### src/design/gtpu_pkg.sv
// ----------------------------------------------------------------------------
// GTP-U encapsulator package
// Shared constants, codes and types for the buffered GTP-U encapsulator.
// ----------------------------------------------------------------------------
package gtpu_pkg;

    // Number of timestamp bytes at the head of every stored buffer (0 to 15).
    localparam int TS_BYTES = 8;
    localparam int SKIP_W   = 4;

    // Depth of the command queue between the front and the back end.
    localparam int QDEPTH   = 4;
    localparam int QPTR_W   = $clog2(QDEPTH);
    localparam int QCNT_W   = $clog2(QDEPTH + 1);

    // GTP-U header constants.
    localparam logic [7:0] GTP_FLAGS = 8'h30;
    localparam logic [7:0] GTP_TPDU  = 8'hFF;

    // Parser phases.
    localparam logic [1:0] PH_SKIP    = 2'd0;
    localparam logic [1:0] PH_LEN_LO  = 2'd1;
    localparam logic [1:0] PH_LEN_HI  = 2'd2;
    localparam logic [1:0] PH_PAYLOAD = 2'd3;

    // Command kinds passed from the front to the back end.
    localparam logic [1:0] CMD_HDR  = 2'd0;
    localparam logic [1:0] CMD_PAY  = 2'd1;
    localparam logic [1:0] CMD_MARK = 2'd2;

    // Configuration register indexes.
    localparam int         CFG_IDX_W  = 1;
    localparam logic [0:0] CFG_ENABLE = 1'b0;
    localparam logic [0:0] CFG_TEID   = 1'b1;

    // One command: a header (data holds the length), a payload byte
    // (data[7:0] holds the byte) or a truncation marker.
    typedef struct packed {
        logic [1:0]  kind;
        logic [15:0] data;
        logic        pend;
        logic        trunc;
    } t_cmd;

    // Queue status seen by both ends.
    typedef struct packed {
        logic full;
        logic empty;
    } t_q_stat;

endpackage

### src/design/gtpu_fifo.sv
// ----------------------------------------------------------------------------
// GTP-U command queue
// Short first-in first-out queue of commands between front and back end.
// ----------------------------------------------------------------------------
module gtpu_fifo (
    input  logic           i_clk,
    input  logic           i_rst_n,
    input  logic           i_push,
    input  gtpu_pkg::t_cmd i_cmd,
    input  logic           i_pop,
    output gtpu_pkg::t_cmd o_cmd,
    output gtpu_pkg::t_q_stat o_stat
);
    import gtpu_pkg::*;

    t_cmd              r_mem [QDEPTH];
    logic [QPTR_W-1:0] r_wptr, n_wptr;
    logic [QPTR_W-1:0] r_rptr, n_rptr;
    logic [QCNT_W-1:0] r_count, n_count;

    assign o_cmd        = r_mem[r_rptr];
    assign o_stat.full  = (r_count == QCNT_W'(QDEPTH));
    assign o_stat.empty = (r_count == '0);

    always_comb begin
        n_wptr  = r_wptr;
        n_rptr  = r_rptr;
        n_count = r_count;
        if (i_push) begin
            n_wptr = (r_wptr == QPTR_W'(QDEPTH - 1)) ? '0 : r_wptr + 1'b1;
        end
        if (i_pop) begin
            n_rptr = (r_rptr == QPTR_W'(QDEPTH - 1)) ? '0 : r_rptr + 1'b1;
        end
        if (i_push && !i_pop) begin
            n_count = r_count + 1'b1;
        end else if (i_pop && !i_push) begin
            n_count = r_count - 1'b1;
        end
    end

    always_ff @(posedge i_clk) begin
        if (i_push) begin
            r_mem[r_wptr] <= i_cmd;
        end
    end

    always_ff @(posedge i_clk) begin
        if (!i_rst_n) begin
            r_wptr  <= '0;
            r_rptr  <= '0;
            r_count <= '0;
        end else begin
            r_wptr  <= n_wptr;
            r_rptr  <= n_rptr;
            r_count <= n_count;
        end
    end

endmodule

### src/design/gtpu_front.sv
// ----------------------------------------------------------------------------
// GTP-U front end
// Accepts buffer bytes, tracks the framing and queues at most one command per byte.
// ----------------------------------------------------------------------------
module gtpu_front (
    input  logic              i_clk,
    input  logic              i_rst_n,
    input  logic              i_in_valid,
    output logic              o_in_stall,
    input  logic [7:0]        i_data_byte,
    input  logic              i_last_byte,
    input  logic              i_enable,
    input  gtpu_pkg::t_q_stat i_q_stat,
    output logic              o_push,
    output gtpu_pkg::t_cmd    o_cmd
);
    import gtpu_pkg::*;

    logic [1:0]        r_phase, n_phase;
    logic [SKIP_W-1:0] r_skip, n_skip;
    logic [7:0]        r_len_lo, n_len_lo;
    logic [15:0]       r_left, n_left;

    logic        accept;
    logic [1:0]  eff_phase;
    logic [15:0] len;
    logic [15:0] left_dec;

    assign o_in_stall = i_q_stat.full;
    assign accept     = i_in_valid && !i_q_stat.full;
    assign len        = {i_data_byte, r_len_lo};
    assign left_dec   = r_left - 16'd1;

    // With no timestamp bytes the first byte is already the length low byte.
    assign eff_phase = (r_phase == PH_SKIP && TS_BYTES == 0) ? PH_LEN_LO : r_phase;

    always_comb begin
        n_phase  = r_phase;
        n_skip   = r_skip;
        n_len_lo = r_len_lo;
        n_left   = r_left;
        o_push   = 1'b0;
        o_cmd    = '0;
        if (accept) begin
            if (!i_enable) begin
                n_phase  = PH_SKIP;
                n_skip   = '0;
                n_len_lo = '0;
                n_left   = '0;
            end else begin
                unique case (eff_phase)
                    PH_SKIP: begin
                        n_skip = r_skip + 1'b1;
                        if (n_skip == SKIP_W'(TS_BYTES)) begin
                            n_phase = PH_LEN_LO;
                        end
                    end
                    PH_LEN_LO: begin
                        n_len_lo = i_data_byte;
                        n_phase  = PH_LEN_HI;
                        if (i_last_byte) begin
                            o_push      = 1'b1;
                            o_cmd.kind  = CMD_MARK;
                            o_cmd.trunc = 1'b1;
                        end
                    end
                    PH_LEN_HI: begin
                        o_push      = 1'b1;
                        o_cmd.kind  = CMD_HDR;
                        o_cmd.data  = len;
                        o_cmd.trunc = i_last_byte && (len != 16'd0);
                        n_left      = len;
                        n_phase     = (len == 16'd0) ? PH_LEN_LO : PH_PAYLOAD;
                    end
                    PH_PAYLOAD: begin
                        o_push      = 1'b1;
                        o_cmd.kind  = CMD_PAY;
                        o_cmd.data  = {8'd0, i_data_byte};
                        o_cmd.pend  = (left_dec == 16'd0);
                        o_cmd.trunc = i_last_byte && (left_dec != 16'd0);
                        n_left      = left_dec;
                        n_phase     = (left_dec == 16'd0) ? PH_LEN_LO : PH_PAYLOAD;
                    end
                    default: begin
                        n_phase = PH_SKIP;
                    end
                endcase
                if (i_last_byte) begin
                    n_phase  = PH_SKIP;
                    n_skip   = '0;
                    n_len_lo = '0;
                    n_left   = '0;
                end
            end
        end
    end

    always_ff @(posedge i_clk) begin
        if (!i_rst_n) begin
            r_phase  <= PH_SKIP;
            r_skip   <= '0;
            r_len_lo <= '0;
            r_left   <= '0;
        end else begin
            r_phase  <= n_phase;
            r_skip   <= n_skip;
            r_len_lo <= n_len_lo;
            r_left   <= n_left;
        end
    end

endmodule

### src/design/gtpu_back.sv
// ----------------------------------------------------------------------------
// GTP-U back end
// Expands queued commands into output bytes behind a registered output stage.
// ----------------------------------------------------------------------------
module gtpu_back (
    input  logic              i_clk,
    input  logic              i_rst_n,
    input  gtpu_pkg::t_cmd    i_cmd,
    input  gtpu_pkg::t_q_stat i_q_stat,
    output logic              o_pop,
    input  logic [31:0]       i_teid,
    output logic              o_out_valid,
    input  logic              i_out_stall,
    output logic [7:0]        o_out_byte,
    output logic              o_packet_end,
    output logic              o_run_end,
    output logic              o_truncated
);
    import gtpu_pkg::*;

    logic       r_busy, n_busy;
    t_cmd       r_cmd;
    logic [2:0] r_idx, n_idx;
    logic       r_ovalid, n_ovalid;
    logic [7:0] r_obyte;
    logic       r_opend, r_orun, r_otrunc;

    logic       load;
    logic       last_of_cmd;
    logic [7:0] cur_byte;
    logic       cur_pend;

    assign load        = !r_ovalid || !i_out_stall;
    assign last_of_cmd = (r_cmd.kind != CMD_HDR) || (r_idx == 3'd7);

    always_comb begin
        cur_byte = '0;
        cur_pend = 1'b0;
        unique case (r_cmd.kind)
            CMD_HDR: begin
                cur_pend = (r_idx == 3'd7) && (r_cmd.data == 16'd0);
                unique case (r_idx)
                    3'd0: cur_byte = GTP_FLAGS;
                    3'd1: cur_byte = GTP_TPDU;
                    3'd2: cur_byte = r_cmd.data[15:8];
                    3'd3: cur_byte = r_cmd.data[7:0];
                    3'd4: cur_byte = i_teid[31:24];
                    3'd5: cur_byte = i_teid[23:16];
                    3'd6: cur_byte = i_teid[15:8];
                    default: cur_byte = i_teid[7:0];
                endcase
            end
            CMD_PAY: begin
                cur_byte = r_cmd.data[7:0];
                cur_pend = r_cmd.pend;
            end
            default: begin
                cur_byte = '0;
                cur_pend = 1'b0;
            end
        endcase
    end

    // A new command is taken when nothing is in work or the current one
    // hands over its last byte in this cycle.
    assign o_pop = !i_q_stat.empty && (!r_busy || (load && last_of_cmd));

    always_comb begin
        n_busy   = r_busy;
        n_idx    = r_idx;
        n_ovalid = r_ovalid;
        if (load) begin
            n_ovalid = r_busy;
        end
        if (r_busy && load) begin
            if (last_of_cmd) begin
                n_busy = 1'b0;
            end else begin
                n_idx = r_idx + 3'd1;
            end
        end
        if (o_pop) begin
            n_busy = 1'b1;
            n_idx  = '0;
        end
    end

    always_ff @(posedge i_clk) begin
        if (o_pop) begin
            r_cmd <= i_cmd;
        end
        if (load && r_busy) begin
            r_obyte  <= cur_byte;
            r_opend  <= cur_pend;
            r_orun   <= last_of_cmd;
            r_otrunc <= last_of_cmd && r_cmd.trunc;
        end
    end

    always_ff @(posedge i_clk) begin
        if (!i_rst_n) begin
            r_busy   <= 1'b0;
            r_idx    <= '0;
            r_ovalid <= 1'b0;
        end else begin
            r_busy   <= n_busy;
            r_idx    <= n_idx;
            r_ovalid <= n_ovalid;
        end
    end

    assign o_out_valid  = r_ovalid;
    assign o_out_byte   = r_obyte;
    assign o_packet_end = r_opend;
    assign o_run_end    = r_orun;
    assign o_truncated  = r_otrunc;

endmodule

### src/design/gtpu_buffered_packet_encapsulator.sv
// Path: an accepted byte passes the command queue, the back end's command register and
// the output register before its first output byte shows. Flow: one input byte per cycle
// while the queue is not full; one output byte per cycle while not stalled; a length high
// byte expands to eight header bytes, buffered by the four-entry queue and byte counter.
// Reset: synchronous, active low; clears the framing state, the queue, the output
// valid and both configuration registers (encapsulation off, tunnel id zero).
// ----------------------------------------------------------------------------
// GTP-U buffered packet encapsulator
// Turns a stored length-prefixed packet buffer into GTP-U v1 framed packets.
// ----------------------------------------------------------------------------
module gtpu_buffered_packet_encapsulator (
    input  logic                               i_clk,
    input  logic                               i_rst_n,
    // Input byte channel.
    input  logic                               i_in_valid,
    output logic                               o_in_stall,
    input  logic [7:0]                         i_data_byte,
    input  logic                               i_last_byte,
    // Output byte channel.
    output logic                               o_out_valid,
    input  logic                               i_out_stall,
    output logic [7:0]                         o_out_byte,
    output logic                               o_packet_end,
    output logic                               o_run_end,
    output logic                               o_truncated,
    // Configuration write channel.
    input  logic                               i_cfg_valid,
    output logic                               o_cfg_ready,
    input  logic [gtpu_pkg::CFG_IDX_W-1:0]     i_cfg_index,
    input  logic [31:0]                        i_cfg_data
);
    import gtpu_pkg::*;

    // Configuration registers. A write request is always taken; o_cfg_ready is tied high.
    // Writes must arrive only while the block is idle; the block does not enforce this, and
    // the back end reads the tunnel id straight from its register when it builds a header.
    logic        r_enable;
    logic [31:0] r_teid;

    assign o_cfg_ready = 1'b1;

    always_ff @(posedge i_clk) begin
        if (!i_rst_n) begin
            r_enable <= 1'b0;
            r_teid   <= '0;
        end else if (i_cfg_valid && o_cfg_ready) begin
            unique case (i_cfg_index)
                CFG_ENABLE: r_enable <= i_cfg_data[0];
                CFG_TEID:   r_teid   <= i_cfg_data;
                default:    r_enable <= r_enable;
            endcase
        end
    end

    // The front end classifies each buffer byte (timestamp, length low,
    // length high, payload) and queues at most one command for it.
    t_cmd    front_cmd;
    t_cmd    q_cmd;
    t_q_stat q_stat;
    logic    push;
    logic    pop;

    gtpu_front u_front (
        .i_clk       (i_clk),
        .i_rst_n     (i_rst_n),
        .i_in_valid  (i_in_valid),
        .o_in_stall  (o_in_stall),
        .i_data_byte (i_data_byte),
        .i_last_byte (i_last_byte),
        .i_enable    (r_enable),
        .i_q_stat    (q_stat),
        .o_push      (push),
        .o_cmd       (front_cmd)
    );

    // The queue lets the front keep taking payload bytes while the back end
    // is still emitting a header or waiting on a stalled output.
    gtpu_fifo u_fifo (
        .i_clk   (i_clk),
        .i_rst_n (i_rst_n),
        .i_push  (push),
        .i_cmd   (front_cmd),
        .i_pop   (pop),
        .o_cmd   (q_cmd),
        .o_stat  (q_stat)
    );

    // The back end walks a header command through its eight bytes and passes each payload
    // and marker command as a single byte, into a registered output stage.
    gtpu_back u_back (
        .i_clk        (i_clk),
        .i_rst_n      (i_rst_n),
        .i_cmd        (q_cmd),
        .i_q_stat     (q_stat),
        .o_pop        (pop),
        .i_teid       (r_teid),
        .o_out_valid  (o_out_valid),
        .i_out_stall  (i_out_stall),
        .o_out_byte   (o_out_byte),
        .o_packet_end (o_packet_end),
        .o_run_end    (o_run_end),
        .o_truncated  (o_truncated)
    );

endmodule

### config.mk
export PLATFORM = sky130hd
export DESIGN_NAME = gtpu_buffered_packet_encapsulator
export DESIGN_NICKNAME = d
export VERILOG_FILES = /design/src/design/gtpu_pkg.sv /design/src/design/gtpu_fifo.sv /design/src/design/gtpu_front.sv /design/src/design/gtpu_back.sv /design/src/design/gtpu_buffered_packet_encapsulator.sv
export SDC_FILE = /design/constraint.sdc
export NUM_CORES = 1
export LEC_CHECK = 0
export ABC_AREA = 1
export BUFFER_PORTS_ARGS = -buffer_cell sky130_fd_sc_hd__buf_2
export CAP_MARGIN = 25
export CORE_UTILIZATION = 55
export DETAILED_ROUTE_END_ITERATION = 7
export GPL_TIMING_DRIVEN = 0
export PLACE_DENSITY = 0.86
export SLEW_MARGIN = 20
export SYNTH_ARGS = -nofsm -noshare
export SYNTH_HDL_FRONTEND = slang
export SYNTH_HIERARCHICAL = 1
export SYNTH_SLANG_ARGS = --single-unit
export TNS_END_PERCENT = 50
### constraint.sdc
create_clock -name i_clk -period 3.39 [get_ports i_clk]
set_input_delay 0.678 -clock i_clk [delete_from_list [all_inputs] [get_ports i_clk]]
set_output_delay 0.678 -clock i_clk [all_outputs]
set_load 0.1 [all_outputs]
==> reports/qor.yml <==
run_status:
  outcome: "finished clean"
routing:
  drc: 0
  routedWlPerCell_um: 15.75
  drtIter0Drc: 661
  drtPass1Iterations: 7
  via_per_inst: 5.467
  wl_mm: 20.31
  vias: 7053
  ant_nets: 0
clock_tree:
  post_cts_buffers: 0
  cts-resized-gates: 0
  hold_buffers: 0
  clockBufferDepth: 2
  htree_num_levels: 4
  cts_made_buffers: 17
  insertion_delay_ns: 0.44
  cts_tree: "built"
  clkTransAtPathRegs_ns: 0.07
  clock-sinks: 188
  root_buffer: "clkbuf_16"
power:
  p_leak_uw: 0.004095
  p_total_uw: 6710
  ir_worst_vdd_mv: 0.6998
  seqPwrFrac_pct: 44.5
  switching_share_pct: 36.76
  p_switching_uw: 2466
  power.share.clock_pct: 27.7
  cellPowerDensity_mw_per_mm2: 662.2
  p_comb_share_pct: 27.9
  p_int_uw: 4243
worst_setup_path:
  cp-end-kind: "register"
  path_max_fanout: 22
  critPathKind: "reg -> reg"
  crit_required_ns: 3.72
  cp-start-kind: "register"
  arrival_ns: 3.38
sta:
  worst_slew_pin_slew_ns: 0.9127
  setup_violations: 0
  finalSetupTns_ns: 0
  report.final.slew_viol_count: 0
  rsz0062_at_grt: "no"
  max_freq_ghz: 0.3280
  final_hold_viol_count: 0
  worst_slack_ns: 0.3415
  period_needed_ns: 3.049
  fin_skew_ns: 0.009061
  period_share_pct: 89.93
  relSlewSlack_pct: 39.09
logic_synthesis:
  yosysSeqAreaShare_pct: 54.01
  yosys_warnings: 6
  synth_area_mm2: 0.009026
  syn_nets: 1048
  yosysUniqueCellTypes: 42
  synth_seq_cells: 188
  synthTopCellsByArea: "edfxtp_1, dfxtp_1, nand2_1"
  netlist.area_leader.share_pct: 36.93
  syn_avg_cell_area_um2: 9.164
  netlist_instances: 985
  synth.largest_area_cell: "edfxtp_1"
cells_and_area:
  final_net_count: 1124
  diodes: 0
  instances_no_fill: 1290
  areaGrowthSynthToFinish_pct: 12.25
  fin_util_pct: 63.55
  layout-drive-gt1-share_pct: 21.60
grt:
  met1_usage_pct: 32.46
  grt_max_degree: 23
  grt_usage_pct: 25.48
  use_met2_pct: 42.58
  grt.busiest_layer: "met2"
  grtUsageMet3_pct: 5.084
  grt_pass1_wl_mm: 32.51
  grt-ovfl-total: 0
  antenna_found_initial: 0
  first_global_vias: 6606
die:
  core_region_area_mm2: 0.01594
  rows: 46
  die_w_um: 130.1
  io_pins: 61
  die-height_um: 130.1
  die-area_mm2: 0.01693
  initial_core_util_pct: 56.62
job:
  maxCapViolations: 0
placement:
  dpl.cell_count: 1258
  hpwl_mm: 14.37
  portBuffers: 57
  dp_slack_ns: 0.3538
  routabilityCongestion: 0.9978
hold_path:
  hold_class: "in -> reg"
final cells by class:
class | instances | area [µm²]
Tap cell | 216 | 270.3
Multi-Input combinational cell | 648 | 3412
Clock inverter | 14 | 111.4
Clock buffer | 18 | 439.2
Fill cell | 1275 | 5811
Inverter | 104 | 390.4
Sequential cell | 188 | 4875
Timing Repair Buffer | 57 | 285.3
Buffer | 45 | 349.1
worst paths after layout:
check                                  startpoint                 to  slack, ns  depth (start not counted)
worst max register to register    u_back/r_idx[1]  u_fifo/r_count[1]       0.34                         14
worst min-delay path               i_cfg_data[14]         r_teid[14]       0.48                          3
worst max-delay path              u_back/r_idx[1]  u_fifo/r_count[1]       0.34                         14
worst min register to register  u_front/r_skip[3]  u_front/r_skip[3]       0.48                          2
layer usage:
metal / share of wire, % / vias up
li1: - / 3468
met1: 42 / 3256
met2: 49 / 280
met3: 6.5 / 49
met4: 2.7 / 0
met5: 0 / -
critical path, cell delays in order (launching register included):
cell,delay (ns)
dfxtp_1,0.38
ha_1,0.21
ha_1,0.18
inv_1,0.07
nand2_4,0.12
nand2_2,0.07
nand2_2,0.07
nand2_2,0.06
inv_1,0.57
inv_1,0.22
ha_1,0.26
inv_1,0.09
fa_1,0.40
o21ai_0,0.19
nor2_1,0.05
stage by stage:
stage	cell area, µm²	hold WS, ns
after floorplan	9026	0.4505
after global placement	9582	0.4673
after detailed placement	9582	0.4692
after CTS	10130	0.4650
after global routing	10130	0.4746
final	10130	0.4756
flip-flops by register name, summed over array words and instances, names as in the netlist, 2 cells and up, named ones only:
| signal | cells |
|---|---|
| r_teid | 32 |
| u_back/o_out_byte | 8 |
| u_back/r_cmd | 20 |
| u_back/r_idx | 3 |
| u_fifo/r_count | 3 |
| u_fifo/r_mem | 80 |
| u_fifo/r_rptr | 2 |
| u_fifo/r_wptr | 2 |
| u_front/eff_phase | 2 |
| u_front/r_left | 16 |
| u_front/r_len_lo | 8 |
| u_front/r_skip | 4 |
cell families after synthesis:
family / count (synthesis) / share of synthesized area, %
DFF: 188 / 54.01
buffers and inverters: 149 / 8.193
and+or+nand+nor: 398 / 20.31
other: 1 / 0.04155
adders and majority gates: 16 / 2.301
AOI/OAI and AO/OA: 230 / 14.86
xor gates and xnor gates: 3 / 0.2912
cell usage in the layout (no fill, tap or decap), drive strengths merged, types with 28 or more instances in the layout:
cell    synthesis  routed
a21oi          84      84
buf            39      96
dfxtp          77      77
edfxtp        111     111
inv           102     108
nand2         167     167
nand3          40      40
nor2          164     164
o21ai         106     106
o22ai          28      28
cell usage after synthesis (all sizes together):
| master | n |
|---|---|
| clkinv | 2 |
| a21oi | 84 |
| dfxtp | 77 |
| nand3 | 40 |
| fa | 1 |
| o22ai | 28 |
| nand2 | 167 |
| xnor2 | 2 |
| clkbuf | 6 |
| or2 | 1 |
| ha | 15 |
| nor2 | 164 |
| buf | 39 |
| nor4 | 2 |
| conb | 1 |
| edfxtp | 111 |
| nand3b | 1 |
| inv | 102 |
| a22oi | 2 |
| o211ai | 2 |
| a211oi | 8 |
| nor3 | 17 |
| xor2 | 1 |
| o21ai | 106 |
| nand4 | 6 |
power by group through the flow:
stage,Sequential (µW),Combinational [µW],Clock [µW]
finish,2980,1870,1860
global route,3010,2030,1980
CTS,2980,1850,1890
detailed placement,3030,1840,0
global placement,3020,1800,0
floorplan,3340,1040,0
No activity file was read; power rests on OpenSTA's default activity.
